File: config.mk
export PLATFORM = sky130hd
export DESIGN_NAME = playfair_digraph_encoder_core_flat
export DESIGN_NICKNAME = d
export VERILOG_FILES = /design/src/rtl/core/pfe_pkg.sv /design/src/rtl/core/pfe_ifs.sv /design/src/rtl/core/pfe_locate.sv /design/src/rtl/core/playfair_digraph_encoder_core.sv /design/src/flat_wrapper.sv
export SDC_FILE = /design/constraint.sdc
export NUM_CORES = 1
export LEC_CHECK = 0
export BUFFER_PORTS_ARGS = -buffer_cell sky130_fd_sc_hd__buf_2
export CAP_MARGIN = 20
export CORE_UTILIZATION = 50
export DETAILED_ROUTE_END_ITERATION = 16
export PLACE_DENSITY = 0.67
export RECOVER_POWER = 50
export SYNTH_ARGS = -nofsm -noshare
export SYNTH_HDL_FRONTEND = slang
export SYNTH_SLANG_ARGS = --single-unit
File: constraint.sdc
create_clock -name clk -period 9.05 [get_ports clk]
set_input_delay 0.4525 -clock clk [delete_from_list [all_inputs] [get_ports clk]]
set_output_delay 0.4525 -clock clk [all_outputs]
set_load 0.1 [all_outputs]
File: src/rtl/core/pfe_pkg.sv
// Playfair digraph encoder: shared types, letter constants and register indexes.
// No dependencies.
package pfe_pkg;

	localparam int unsigned SIDE       = 5;
	localparam int unsigned CELL_COUNT = SIDE * SIDE;
	localparam int unsigned LETTER_W   = 5;
	localparam int unsigned CELLS_A_W  = 50;
	localparam int unsigned CELLS_C_W  = 25;
	localparam int unsigned CFG_DATA_W = 50;
	localparam int unsigned CFG_IDX_W  = 2;

	typedef logic [LETTER_W-1:0] letter_t;
	typedef letter_t [CELL_COUNT-1:0] square_t;
	typedef logic [2:0] coord_t;

	typedef struct packed {
		coord_t row;
		coord_t col;
	} pos_t;

	localparam letter_t LETTER_I = letter_t'(8);
	localparam letter_t LETTER_J = letter_t'(9);
	localparam letter_t LETTER_X = letter_t'(23);

	typedef enum logic [CFG_IDX_W-1:0] {
		REG_CELLS_FIRST  = 2'd0,
		REG_CELLS_SECOND = 2'd1,
		REG_CELLS_THIRD  = 2'd2
	} reg_idx_t;

	// step one place right or down, wrapping at the square edge
	function automatic coord_t wrap_inc(input coord_t v);
		coord_t r;
		r = (v == coord_t'(SIDE - 1)) ? coord_t'(0) : coord_t'(v + coord_t'(1));
		return r;
	endfunction

	function automatic letter_t cell_at(input square_t sq, input pos_t p);
		logic [4:0] k;
		k = {p.row[2:0], 2'b00} + {2'b00, p.row} + {2'b00, p.col};
		return sq[k];
	endfunction

endpackage

File: src/rtl/core/pfe_ifs.sv
// Playfair digraph encoder: valid/ready channel interfaces for letters and ciphers.
// Depends on pfe_pkg.
interface pfe_letter_if import pfe_pkg::*; ();
	logic    valid;
	logic    ready;
	letter_t letter;
	logic    message_end;

	modport source (output valid, letter, message_end, input ready);
	modport sink   (input valid, letter, message_end, output ready);
endinterface

interface pfe_cipher_if import pfe_pkg::*; ();
	logic    valid;
	logic    ready;
	letter_t cipher_letter;
	logic    pair_last;
	logic    message_last;

	modport source (output valid, cipher_letter, pair_last, message_last, input ready);
	modport sink   (input valid, cipher_letter, pair_last, message_last, output ready);
endinterface

File: src/rtl/core/pfe_locate.sv
// Playfair digraph encoder: finds the first cell of the key square holding a letter.
// Depends on pfe_pkg. I and J match each other; no match gives row 0, column 0.
module pfe_locate import pfe_pkg::*; (
	input  square_t square,
	input  letter_t letter,
	output pos_t    pos
);

	logic [CELL_COUNT-1:0] hit;

	always_comb begin
		for (int k = 0; k < CELL_COUNT; k++) begin
			hit[k] = (square[k] == letter) ||
			         (letter == LETTER_I && square[k] == LETTER_J) ||
			         (letter == LETTER_J && square[k] == LETTER_I);
		end
	end

	// scan from the last cell back so the lowest matching cell wins
	always_comb begin
		pos = '0;
		for (int r = SIDE - 1; r >= 0; r--) begin
			for (int c = SIDE - 1; c >= 0; c--) begin
				if (hit[r * SIDE + c]) begin
					pos.row = coord_t'(r);
					pos.col = coord_t'(c);
				end
			end
		end
	end

endmodule

File: src/rtl/core/playfair_digraph_encoder_core.sv
// Playfair digraph encoder top level: pairing, two-stage lookup, output pair buffer.
// Depends on pfe_pkg, pfe_ifs and pfe_locate.
//
// Usage:
//   letters carries one plaintext letter per word; message_end marks the last one.
//   ciphers returns two words per pair: first with pair_last=0, second with
//   pair_last=1 and message_last set when the pair closes the message.
//   The key square is written through cfg_wr_en/cfg_index/cfg_data while idle.
// Flow:
//   A letter is taken every cycle unless back-pressure drops letters ready. The
//   word that completes a pair is registered at acceptance, the locate stage then
//   registers both positions, and the cipher pair register is loaded from them;
//   the first cipher word is valid from that register, the second once the first
//   is taken. Each pair holds the output port for both its words, which limits
//   the sustained rate when pairs arrive faster than the port drains them.
// Reset clears the square, the held letter and all valid flags.
// A stalled receiver holds the pair register; the two stages behind it keep
// filling, then letters ready drops until the pair drains.
module playfair_digraph_encoder_core import pfe_pkg::*; (
	input  logic                  clk,
	input  logic                  arst_n,
	input  logic                  cfg_wr_en,
	input  logic [CFG_IDX_W-1:0]  cfg_index,
	input  logic [CFG_DATA_W-1:0] cfg_data,
	pfe_letter_if.sink            letters,
	pfe_cipher_if.source          ciphers
);

	logic [CELLS_A_W-1:0] cells_first_q;
	logic [CELLS_A_W-1:0] cells_second_q;
	logic [CELLS_C_W-1:0] cells_third_q;
	square_t              square;

	letter_t held_q;
	logic    holding_q;

	logic    valid_s1;
	letter_t first_s1, second_s1;
	logic    end_s1;

	logic    valid_s2;
	pos_t    pos_a_s2, pos_b_s2;
	logic    end_s2;

	logic    pair_valid_q, phase_q, end_q;
	letter_t ca_q, cb_q;

	pos_t    pos_a, pos_b;
	pos_t    tgt_a, tgt_b;
	logic    pair_free, ready_s2, ready_s1, take;
	logic    closes_pair;
	letter_t first_n, second_n;

	always_ff @(posedge clk or negedge arst_n) begin
		if (!arst_n) begin
			cells_first_q  <= '0;
			cells_second_q <= '0;
			cells_third_q  <= '0;
		end else if (cfg_wr_en) begin
			case (cfg_index)
				REG_CELLS_FIRST:  cells_first_q  <= cfg_data;
				REG_CELLS_SECOND: cells_second_q <= cfg_data;
				REG_CELLS_THIRD:  cells_third_q  <= cfg_data[CELLS_C_W-1:0];
				default: ;
			endcase
		end
	end

	always_comb begin
		for (int k = 0; k < 10; k++) begin
			square[k]      = cells_first_q[k*LETTER_W +: LETTER_W];
			square[k + 10] = cells_second_q[k*LETTER_W +: LETTER_W];
		end
		for (int k = 0; k < 5; k++) begin
			square[k + 20] = cells_third_q[k*LETTER_W +: LETTER_W];
		end
	end

	// flow control, from the output back
	assign pair_free     = !pair_valid_q || (ciphers.ready && phase_q);
	assign ready_s2      = !valid_s2 || pair_free;
	assign ready_s1      = !valid_s1 || ready_s2;
	assign letters.ready = ready_s1;
	assign take          = letters.valid && ready_s1;

	// pairing
	always_comb begin
		closes_pair = holding_q || letters.message_end;
		first_n     = holding_q ? held_q : letters.letter;
		second_n    = holding_q ? letters.letter : LETTER_X;
		if (first_n == second_n) begin
			second_n = LETTER_X;
		end
	end

	always_ff @(posedge clk or negedge arst_n) begin
		if (!arst_n) begin
			holding_q <= 1'b0;
			held_q    <= '0;
		end else if (take) begin
			if (!closes_pair) begin
				held_q    <= letters.letter;
				holding_q <= 1'b1;
			end else begin
				holding_q <= 1'b0;
			end
		end
	end

	always_ff @(posedge clk or negedge arst_n) begin
		if (!arst_n) begin
			valid_s1 <= 1'b0;
		end else if (ready_s1) begin
			valid_s1 <= take && closes_pair;
		end
	end

	always_ff @(posedge clk) begin
		if (take && closes_pair) begin
			first_s1  <= first_n;
			second_s1 <= second_n;
			end_s1    <= letters.message_end;
		end
	end

	pfe_locate u_locate_a (.square(square), .letter(first_s1),  .pos(pos_a));
	pfe_locate u_locate_b (.square(square), .letter(second_s1), .pos(pos_b));

	always_ff @(posedge clk or negedge arst_n) begin
		if (!arst_n) begin
			valid_s2 <= 1'b0;
		end else if (ready_s2) begin
			valid_s2 <= valid_s1;
		end
	end

	always_ff @(posedge clk) begin
		if (ready_s2 && valid_s1) begin
			pos_a_s2 <= pos_a;
			pos_b_s2 <= pos_b;
			end_s2   <= end_s1;
		end
	end

	// digraph rules: same row (or same cell) shifts right, same column down,
	// otherwise swap columns
	always_comb begin
		tgt_a = pos_a_s2;
		tgt_b = pos_b_s2;
		if (pos_a_s2.row == pos_b_s2.row) begin
			tgt_a.col = wrap_inc(pos_a_s2.col);
			tgt_b.col = wrap_inc(pos_b_s2.col);
		end else if (pos_a_s2.col == pos_b_s2.col) begin
			tgt_a.row = wrap_inc(pos_a_s2.row);
			tgt_b.row = wrap_inc(pos_b_s2.row);
		end else begin
			tgt_a.col = pos_b_s2.col;
			tgt_b.col = pos_a_s2.col;
		end
	end

	always_ff @(posedge clk or negedge arst_n) begin
		if (!arst_n) begin
			pair_valid_q <= 1'b0;
			phase_q      <= 1'b0;
		end else if (pair_free) begin
			pair_valid_q <= valid_s2;
			phase_q      <= 1'b0;
		end else if (ciphers.ready) begin
			phase_q <= 1'b1;
		end
	end

	always_ff @(posedge clk) begin
		if (pair_free && valid_s2) begin
			ca_q  <= cell_at(square, tgt_a);
			cb_q  <= cell_at(square, tgt_b);
			end_q <= end_s2;
		end
	end

	assign ciphers.valid         = pair_valid_q;
	assign ciphers.cipher_letter = phase_q ? cb_q : ca_q;
	assign ciphers.pair_last     = phase_q;
	assign ciphers.message_last  = phase_q && end_q;

endmodule

File: src/flat_wrapper.sv
// flat-port wrapper written by rule: the top's interface ports become plain ports
module playfair_digraph_encoder_core_flat import pfe_pkg::*;
  (clk, arst_n, cfg_wr_en, cfg_index, cfg_data, letters_valid, letters_letter, letters_message_end, letters_ready, ciphers_valid, ciphers_cipher_letter, ciphers_pair_last, ciphers_message_last, ciphers_ready);
  pfe_letter_if letters_i ();
  pfe_cipher_if ciphers_i ();
  input  logic clk;
  input  logic arst_n;
  input  logic cfg_wr_en;
  input  logic [CFG_IDX_W-1:0] cfg_index;
  input  logic [CFG_DATA_W-1:0] cfg_data;
  input wire logic [$bits(letters_i.valid)-1:0] letters_valid;
  input wire logic [$bits(letters_i.letter)-1:0] letters_letter;
  input wire logic [$bits(letters_i.message_end)-1:0] letters_message_end;
  output wire logic [$bits(letters_i.ready)-1:0] letters_ready;
  output wire logic [$bits(ciphers_i.valid)-1:0] ciphers_valid;
  output wire logic [$bits(ciphers_i.cipher_letter)-1:0] ciphers_cipher_letter;
  output wire logic [$bits(ciphers_i.pair_last)-1:0] ciphers_pair_last;
  output wire logic [$bits(ciphers_i.message_last)-1:0] ciphers_message_last;
  input wire logic [$bits(ciphers_i.ready)-1:0] ciphers_ready;
  assign letters_i.valid = letters_valid;
  assign letters_i.letter = letters_letter;
  assign letters_i.message_end = letters_message_end;
  assign letters_ready = letters_i.ready;
  assign ciphers_valid = ciphers_i.valid;
  assign ciphers_cipher_letter = ciphers_i.cipher_letter;
  assign ciphers_pair_last = ciphers_i.pair_last;
  assign ciphers_message_last = ciphers_i.message_last;
  assign ciphers_i.ready = ciphers_ready;
  playfair_digraph_encoder_core u_core (.clk(clk), .arst_n(arst_n), .cfg_wr_en(cfg_wr_en), .cfg_index(cfg_index), .cfg_data(cfg_data), .letters(letters_i), .ciphers(ciphers_i));
endmodule
### Word level (Yosys, flattened, before mapping)

Index checks and enable logic that the tools add are counted.

| word-level totals | value |
|---|---|
| word-level logic and storage cells | 451 |
| register bits after elaboration | 170 |
| bits of input ports | 63 |

| operators by class | value |
|---|---|
| equal/unequal tests | 113 |
| bitwise logic cells | 1 |
| $add $sub $neg | 8 |
| reductions and logical operators | 229 |
| mux-type cells | 70 |
| magnitude comparators | 2 |

Operator list:

| cell | count |
|---|---|
| $eq 5x4->1 const B | 54 |
| $eq 5x5->1 | 51 |
| $mux 5 | 25 |
| $logic_and 1x1->1 | 106 |
| $logic_or 1x1->1 | 104 |
| $mux 6 | 10 |
| $bmux 5 s5 | 2 |
| $mux 3 | 14 |
| $mux 4 | 10 |
| $reduce_or 20->1 | 2 |
| $add 5x3->5 | 4 |
| $reduce_or 10->1 | 2 |
| $add 3x1->3 const B | 4 |
| $eq 3x3->1 const B | 4 |
| $lt 5x6->1 const B | 2 |
| $reduce_or 5->1 | 2 |
| $mux 2 | 4 |
| $reduce_and 2->1 | 4 |
| $reduce_or 4->1 | 2 |
| $eq 3x3->1 | 2 |
| $mux 1 | 5 |
| $reduce_or 2->1 | 2 |
| $logic_not 1->1 | 3 |
| $eq 2x1->1 const B | 1 |
| other kinds (4) | 4 |

### Logic depth before layout (Yosys ltp)

Gate-level depths: netlist (run 1).

| logic depth | value |
|---|---|
| word-level depth | 28 |
| depth in mapped cells | 15 |

### Modules after synthesis

A second synthesis (run 1) with hierarchy kept.

| second synthesis, totals | value |
|---|---|
| cell total of the unflattened synthesis | 1,244 |
| area, all modules | 13,828.3 um2 |

Modules (own cells, without submodules):

| module | cells an instance | sequential area each (um2) | instances | area an instance (um2) |
|---|---|---|---|---|
| playfair_digraph_encoder_core | 646 | 4,429.2 | 1 | 9,186.3 |
| pfe_locate | 299 | 0.0 | 2 | 2,321.0 |

### Worst setup path before layout (run 1)

OpenSTA, ideal clock, no wires.

| path | value |
|---|---|
| path type | reg-to-reg |
| from | reg u_core.pos_b_s2[5] in the netlist's numbering |
| to | reg u_core.ca_q[0] (data pin) |
| path buffers | 1 |
| required time | 8.790 ns |
| cell stages (with the launch flop) | 13 |
| setup time | 0.260 ns |
| slack | 4.843 ns |
| data arrival time | 3.947 ns |
| path through | edfxtp_1 xor2_1 nor3_1 nor4_1 clkbuf_1 nand3_1 o21ai_0 ha_1 ha_1 fa_1 xor2_1 mux4_2 mux2_2 |

| between the ends | value |
|---|---|
| cells in the longest elaborated chain, start to end | 6 |

Ends and longest elaborated chain:

| element | line | RTL |
|---|---|---|
| start: declaration | playfair_digraph_encoder_core.sv:42 | `pos_t pos_a_s2, pos_b_s2;` |
| start signal: assignment | playfair_digraph_encoder_core.sv:140 | `pos_b_s2 <= pos_b;` |
| $eq 3x3->1 * | playfair_digraph_encoder_core.sv:150 | `if (pos_a_s2.row == pos_b_s2.row) begin` |
| $mux 3 | playfair_digraph_encoder_core.sv:150 |  |
| $add 5x3->5 | pfe_pkg.sv:41 | `k = {p.row[2:0], 2'b00} + {2'b00, p.row} + {2'b00, p.col};` |
| $add 5x3->5 * | pfe_pkg.sv:41 |  |
| $bmux 5 s5 * | pfe_pkg.sv:42 | `return sq[k];` |
| $mux 5 (implied by the code) * | pfe_pkg.sv:42 |  |
| end signal: assignment | playfair_digraph_encoder_core.sv:176 | `ca_q <= cell_at(square, tgt_a);` |
| end: declaration | playfair_digraph_encoder_core.sv:46 | `letter_t ca_q, cb_q;` |

Every way passes the cells marked *; elsewhere a longest branch is shown, timed or not. The select of a mux whose other input is x is not followed.
A chain may end at the register's enable or synchronous reset.

### Final worst setup path (run 1)

| path | value |
|---|---|
| from | reg u_core.pos_b_s2[5] in the netlist's numbering |
| to | reg u_core.ca_q[3] (data pin) |

Same word-level chain as after synthesis.

==> reports/metrics.csv, run 1 <==
metric;value;unit
status;finished, violations left;
violations;capacitance limit, slew limit;
grt_use_total;32.1;%
dp_hpwl;29.9;mm
dr.pass1.iters;5;
fin_setup_tns;0;ps
die_h;164;um
synth_cell_types;57;
cp.required;9250;ps
synth_top_area_cell;dfrtp_1;
antenna_found_initial;2;
drv_cap;4;
end_kind;flip-flop;
syn_inst;1158;
synth-edff-count;35;
synth_common_cells;xor2_1, mux2_2, dfrtp_1;
io_buffers;71;
io_pins;72;
cp_cell_sequence;xor2_1, nor3_1, nor4_1, buf_4, o21ai_0, ha_1, ha_1, fa_1, xnor2_1, nor2_1, a22oi_1, o22ai_1, a32o_1, mux2_2;
critPathSlowestCell;nor3_1;
gr-total-overflow;0;
clkLatencyLatePin;450;ps
routedWlPerCell;26.5;um
critPathLaunchType;flip-flop;
final_hold_viol_count;0;
n_fill_cell;2188;
drtAntennaViolNets;0;
num_rows;58;
dieWidth;164;um
cp_max_fo;13;
fin_crit;5320;ps
synth_seq_cells;170;
yosysTopAreaCellShare;25.9;%
arrival;5520;ps
clkTransAtPathRegs;80;ps
grt_pass1_vias;9968;
critPathMostFrequentCell;ha_1;
maxSlewViolCount;205;
hold_buffers;0;
rsz0062_at_grt;no;
yosysSeqAreaShare;33.9;%
grt_pass1_wl;62.7;mm
routed_wl;40.8;mm
cts_resized;0;
ys_async_sr_fraction;79.4;%
vias;9997;
synthFlopType;dfrtp_1;
crit_type;flip-flop to flip-flop;
netlist_area;13100;um^2
cp_slowest_stage_delay;870;ps
start_util;51.4;%
viasPerCell;6.48;
tightest_slew;4050;ps
maxSlewHeadroom;-170;%
ys_top_cells_by_area;dfrtp_1, mux2_2, mux4_2;
antenna_cells;0;
ys_warn_count;0;
clkSinkCount;170;
coreArea;25400;um^2
cts_tree;done;
post_cts_buffers;0;
yosys.cell_count.top_type;xor2_1;
syn_avg_cell_area;11.3;um^2
drc;0;
hp-class;primary input to flip-flop;
syn2layout_area_growth;9.13;%
ctsLongestPathBuffers;2;
layout.nets;1284;
clock_skew;7.89;ps
finalCritPeriodShare;58.8;%
setup_viol;0;
fmax;0.188;GHz
root_buffer;clkbuf_16;
htreeDepth;4;
drive_gt1_share;30.0;%
initialDrtViolationCount;1077;
grt_max_degree;77;
synth_fp_nets;1243;
cts_buffers;17;
place_congestion;0.996;
die_area;26800;um^2
[final timing paths]
kind	cells past startpoint	slack [ps]	from	end
max	14	3730	u_core.pos_b_s2[5]	u_core.ca_q[3]
min	2	240	cfg_data[26]	u_core.cells_second_q[26]
max reg2reg	14	3730	u_core.pos_b_s2[5]	u_core.ca_q[3]
min reg2reg	0	460	u_core.end_s1	u_core.end_s2
max in group asynchronous	2	5260	arst_n	u_core.cells_second_q[39]
min in group asynchronous	1	1430	arst_n	u_core.cells_second_q[1]
[final cells by class]
type	instances	area, um^2	share of cell area [%]
clock buffers	19	454	3.19
clock inverters	13	123	0.860
inverters	12	45.0	0.316
multi-input cells	904	8270	58.1
flip-flops and latches	170	4430	31.1
well taps	330	413	2.90
repair buffers	94	512	3.59
[logic make-up (layout without fill, tap and decap cells)]
logic type	Yosys count	after routing	synth area share (%)
buffers and inverters	84	138	2.88
adders and majority gates	22	22	2.34
muxes	230	230	25.3
AOI/OAI and AO/OA	137	137	6.35
DFF	170	170	33.9
xor gates and xnor gates	267	267	18.1
and+or+nand+nor	248	248	11.1
[cell usage in the layout (no fill, tap or decap), types with 6 or more instances in the layout]
cell / netlist / layout
nand2_1: 34 / 34
buf_2: 31 / 67
inv_8: 0 / 6
xor2_1: 160 / 160
ha_1: 18 / 16
nand3_1: 27 / 27
nor3_1: 34 / 34
mux4_2: 65 / 65
nor2_1: 27 / 27
or4b_2: 16 / 16
nor2b_1: 6 / 6
nand4_1: 21 / 21
inv_1: 12 / 12
clkbuf_1: 26 / 8
nor4_1: 36 / 36
dfrtp_1: 135 / 135
o22ai_1: 6 / 6
nor4b_1: 10 / 10
a31oi_1: 7 / 7
mux2_2: 150 / 150
buf_4: 4 / 20
xnor2_1: 104 / 104
a21oi_1: 51 / 51
edfxtp_1: 35 / 35
clkbuf_16: 0 / 18
o21ai_0: 34 / 34
mux2i_1: 15 / 15
[flip-flops by register name (all words and copies together), names as in the netlist]
signal and flops:
u_core.end_s1 1, u_core.cb_q 5, u_core.held_q 5, u_core.second_s1 5
u_core.end_s2 1, u_core.ciphers.valid 1, u_core.valid_s1 1, u_core.pos_b_s2 6
u_core.cells_third_q 25, u_core.valid_s2 1, u_core.pos_a_s2 6, u_core.cells_first_q 50
u_core.ca_q 5, u_core.first_s1 5, u_core.end_q 1, u_core.cells_second_q 50
u_core.ciphers.pair_last 1, u_core.holding_q 1
[worst max-delay path, delay by kind of cell, from the launching register on]
| kind | cells | cell delay (ps) |
|---|---|---|
| and+or+nand+nor | 3 | 1300 |
| muxes | 1 | 260 |
| AOI/OAI and AO/OA | 4 | 830 |
| xor gates and xnor gates | 2 | 1000 |
| adders and majority gates | 3 | 1010 |
| DFF | 1 | 440 |
| buffers and inverters | 1 | 230 |
[layer usage]
metal	track usage, %	routed length (um)
met5	0	13
met3	5.38	3150
met2	49.8	18600
met1	44.2	17400
met4	14.4	1670
[per-stage QoR]
step | cells | util (%) | instance area [um^2] | hold WS [ps] | worst slack [ps]
after detailed placement | 1508 | 53.9 | 13700 | 448 | 3870
after CTS | 1540 | 56.2 | 14300 | 59.8 | 3840
after global placement | 1508 | 53.9 | 13700 | 454 | 3970
after global routing | 1542 | 56.1 | 14200 | 240 | 3320
after floorplan | 1158 | - | 13100 | 157 | 4840
final | 1542 | 56.1 | 14200 | 242 | 3730
Power of run 1 is left out: the tool's default activity adds up to more than one toggle a clock period on the data nets, which glitch-free logic cannot reach.
==> inputs of run 2 (changes only) <==
ABC_AREA = 1   (was unset)
clock period = 5.4 ns   (was 9.05 ns; I/O delays follow)
==> run 2 against run 1 <==
  * The run still ends with capacitance limit, slew limit left
  * First-iteration DRC count increased by 140%
  * Sequential share of layout area decreased by 1.8 points
  * Via count increased by 55%
  * Highest routed layer is now met4
==> reports/metrics.csv, run 2 <==
metric;value;unit;change
final_hold_viol_count;0;;unchanged
grt_pass1_vias;14100;;+42%
htreeDepth;4;;unchanged
routed_wl;60.3;mm;+48%
tightest_slew;4010;ps;-37.3 ps
end_kind;flip-flop;;
fmax;0.220;GHz;+17%
rrSetupSlack;850;ps;-2880 ps
syn_avg_cell_area;6.82;um^2;-40%
final_common_cell;nand2_1;;
synthFlopType;dfrtp_1;;
clkLatencyLatePin;460;ps;about the same
fin_crit;4550;ps;-766 ps
synth_cell_types;61;;+7.0%
hp-class;primary input to flip-flop;;
syn_inst;2075;;+79%
fin_setup_tns;0;ps;unchanged
instances_no_fill;2453;;+59%
critPathLaunchType;flip-flop;;
viasPerCell;6.33;;-2.3%
dr.pass1.iters;7;;+2
die_h;170;um;+4.1%
drive_gt1_share;7.67;%;-22 points
hold_path_depth;3;;+1
synth-edff-count;35;;unchanged
finalCritPeriodShare;84.3;%;+26 points
violations;capacitance limit, slew limit;;
vias;15500;;+55%
io_buffers;71;;unchanged
routedWlPerCell;24.6;um;-7.0%
ys_async_sr_fraction;79.4;%;unchanged
rr_startpoint;u_core.pos_b_s2[2];;
ctsLongestPathBuffers;2;;unchanged
ys_warn_count;0;;unchanged
crit_type;flip-flop to flip-flop;;
r2r_end;u_core.cb_q[1];;
grt_pass1_wl;89.6;mm;+43%
cp_cell_sequence;xor2_1, nor4_1, nand2_1, inv_1, o21ai_0, a22oi_1, inv_1, fa_1, fa_1, inv_1, or2_1, a21o_1, a41oi_1;;
place_congestion;1.06;;+6.5%
layout.nets;2146;;+67%
syn2layout_area_growth;6.91;%;
critPathMostFrequentCell;inv_1;;
yosysTopAreaCellShare;23.9;%;-2.0 points
start_util;50.9;%;-0.46 points
yosys.cell_count.top_type;nand2_1;;
setup_viol;0;;unchanged
die_area;29000;um^2;+8.3%
maxSlewViolCount;272;;+33%
yosysSeqAreaShare;31.3;%;-2.6 points
setup_ws;849;ps;-2880 ps
coreArea;27800;um^2;+9.4%
ys_top_cells_by_area;dfrtp_1, nand2_1, o21ai_0;;
hold_end;u_core.ciphers.pair_last;;
hold_buffers;2;;+2
io_pins;72;;unchanged
cts_resized;0;;unchanged
status;finished, violations left;;
initialDrtViolationCount;2557;;+140%
drtAntennaViolNets;0;;unchanged
synth_fp_nets;2160;;+74%
gr-total-overflow;0;;unchanged
n_fill_cell;2769;;+27%
clkSinkCount;170;;unchanged
cp.required;5700;ps;-3550 ps
antenna_found_initial;1;;-1
cp_slowest_stage_delay;890;ps;+20 ps
dpl.cell_count;2416;;+60%
critPathSlowestCell;fa_1;;
dp_hpwl;44.1;mm;+47%
dpl_worst_slack;969;ps;-2900 ps
cp_max_fo;12;;-1
seq_area;4430;um^2;unchanged
rsz0062_at_grt;no;;
arrival;4850;ps;-670 ps
num_rows;61;;+5.2%
synth_seq_cells;170;;unchanged
maxSlewHeadroom;-167;%;+2.5 points
reg2reg_depth;13;;-1
post_cts_buffers;0;;unchanged
drv_cap;4;;unchanged
final_util;54.5;%;-1.6 points
netlist_area;14200;um^2;+8.4%
cts_buffers;17;;unchanged
grt_max_degree;101;;+31%
clock_skew;10.1;ps;+2.24 ps
top_regs;u_core.cells_first_q (50), u_core.cells_second_q (50), u_core.cells_third_q (25);;
drc;0;;unchanged
cts_tree;done;;
synth_top_area_cell;dfrtp_1;;
hp-start;ciphers_ready;;
multi_input_area;8080;um^2;-2.3%
final_cell_mix;nand2_1, o21ai_0, inv_1, nor2_1, a21oi_1;;
grt_use_total;42.6;%;+10 points
dieWidth;170;um;+4.1%
synth_common_cells;nand2_1, o21ai_0, inv_1;;
clkTransAtPathRegs;70;ps;about the same
root_buffer;clkbuf_16;;
[run 2: changes by cell type after synthesis, sizes merged, moves of 88 or more]
cell   previous run  this run
a21oi            52       140
xor2            160        45
nand2            34       386
mux2            150         0
o22ai             6       101
o21ai            34       287
inv              12       238
nor2             27       185
[run 2: through the flow]
step	hold slack (ps)	cell area, um^2
after floorplan	-25.6	14200
after global placement	309	14500
after detailed placement	321	14500
after CTS	46.9	15200
after global routing	72.9	15100
final	62.1	15100
[run 2: routing by layer]
metal  track usage (%)  share of wire (%)  vias to the layer above
li1                  -                  -                     7077
met1              55.4                 40                     7144
met4              25.8                6.6                        0
met3              11.0                 11                      248
met2              63.3                 42                     1062
met5                 0                  0                        -
[run 2: kinds of logic after synthesis]
group / Yosys count / synth area share [%]
XOR/XNOR: 97 / 6.06
flip-flops: 170 / 31.3
buffers and inverters: 384 / 11.6
AND/OR/NAND/NOR: 783 / 23.9
adder cells (fa/ha/maj): 22 / 2.16
AO/OA/AOI/OAI: 619 / 24.9
[run 2: how the worst max path moves through the flow]
stage                             startpoint                       end  slack (ps)  cells after the start
after floorplan           u_core.pos_b_s2[2]            u_core.cb_q[2]        1890                     16
after global placement    u_core.pos_b_s2[0]            u_core.cb_q[3]        1110                     14
after detailed placement  u_core.pos_b_s2[0]            u_core.cb_q[2]         970                     14
after CTS                 u_core.pos_b_s2[0]            u_core.cb_q[2]         940                     14
after global routing                  arst_n  u_core.cells_first_q[42]         370                      3
final                     u_core.pos_b_s2[2]            u_core.cb_q[1]         850                     13
[run 2: layout make-up]
| cell class | instances | area share, % |
|---|---|---|
| sequential | 170 | 29.3 |
| timing repair buffer | 109 | 4.18 |
| clock inverter | 12 | 0.893 |
| antenna | 1 | 0.0165 |
| clock buffer | 20 | 3.08 |
| inverter | 242 | 6.04 |
| tap | 378 | 3.13 |
| multi-input combinational | 1521 | 53.4 |
[run 2: worst max-delay path: cells and delay by family, from the launching register on]
| family | cells | cell delay [ps] |
|---|---|---|
| AO/OA/AOI/OAI | 4 | 740 |
| XOR/XNOR | 1 | 190 |
| adder cells (fa/ha/maj) | 2 | 1430 |
| buffers and inverters | 3 | 660 |
| flip-flops | 1 | 460 |
| AND/OR/NAND/NOR | 3 | 890 |
Power of run 2 is left out for the same reason.
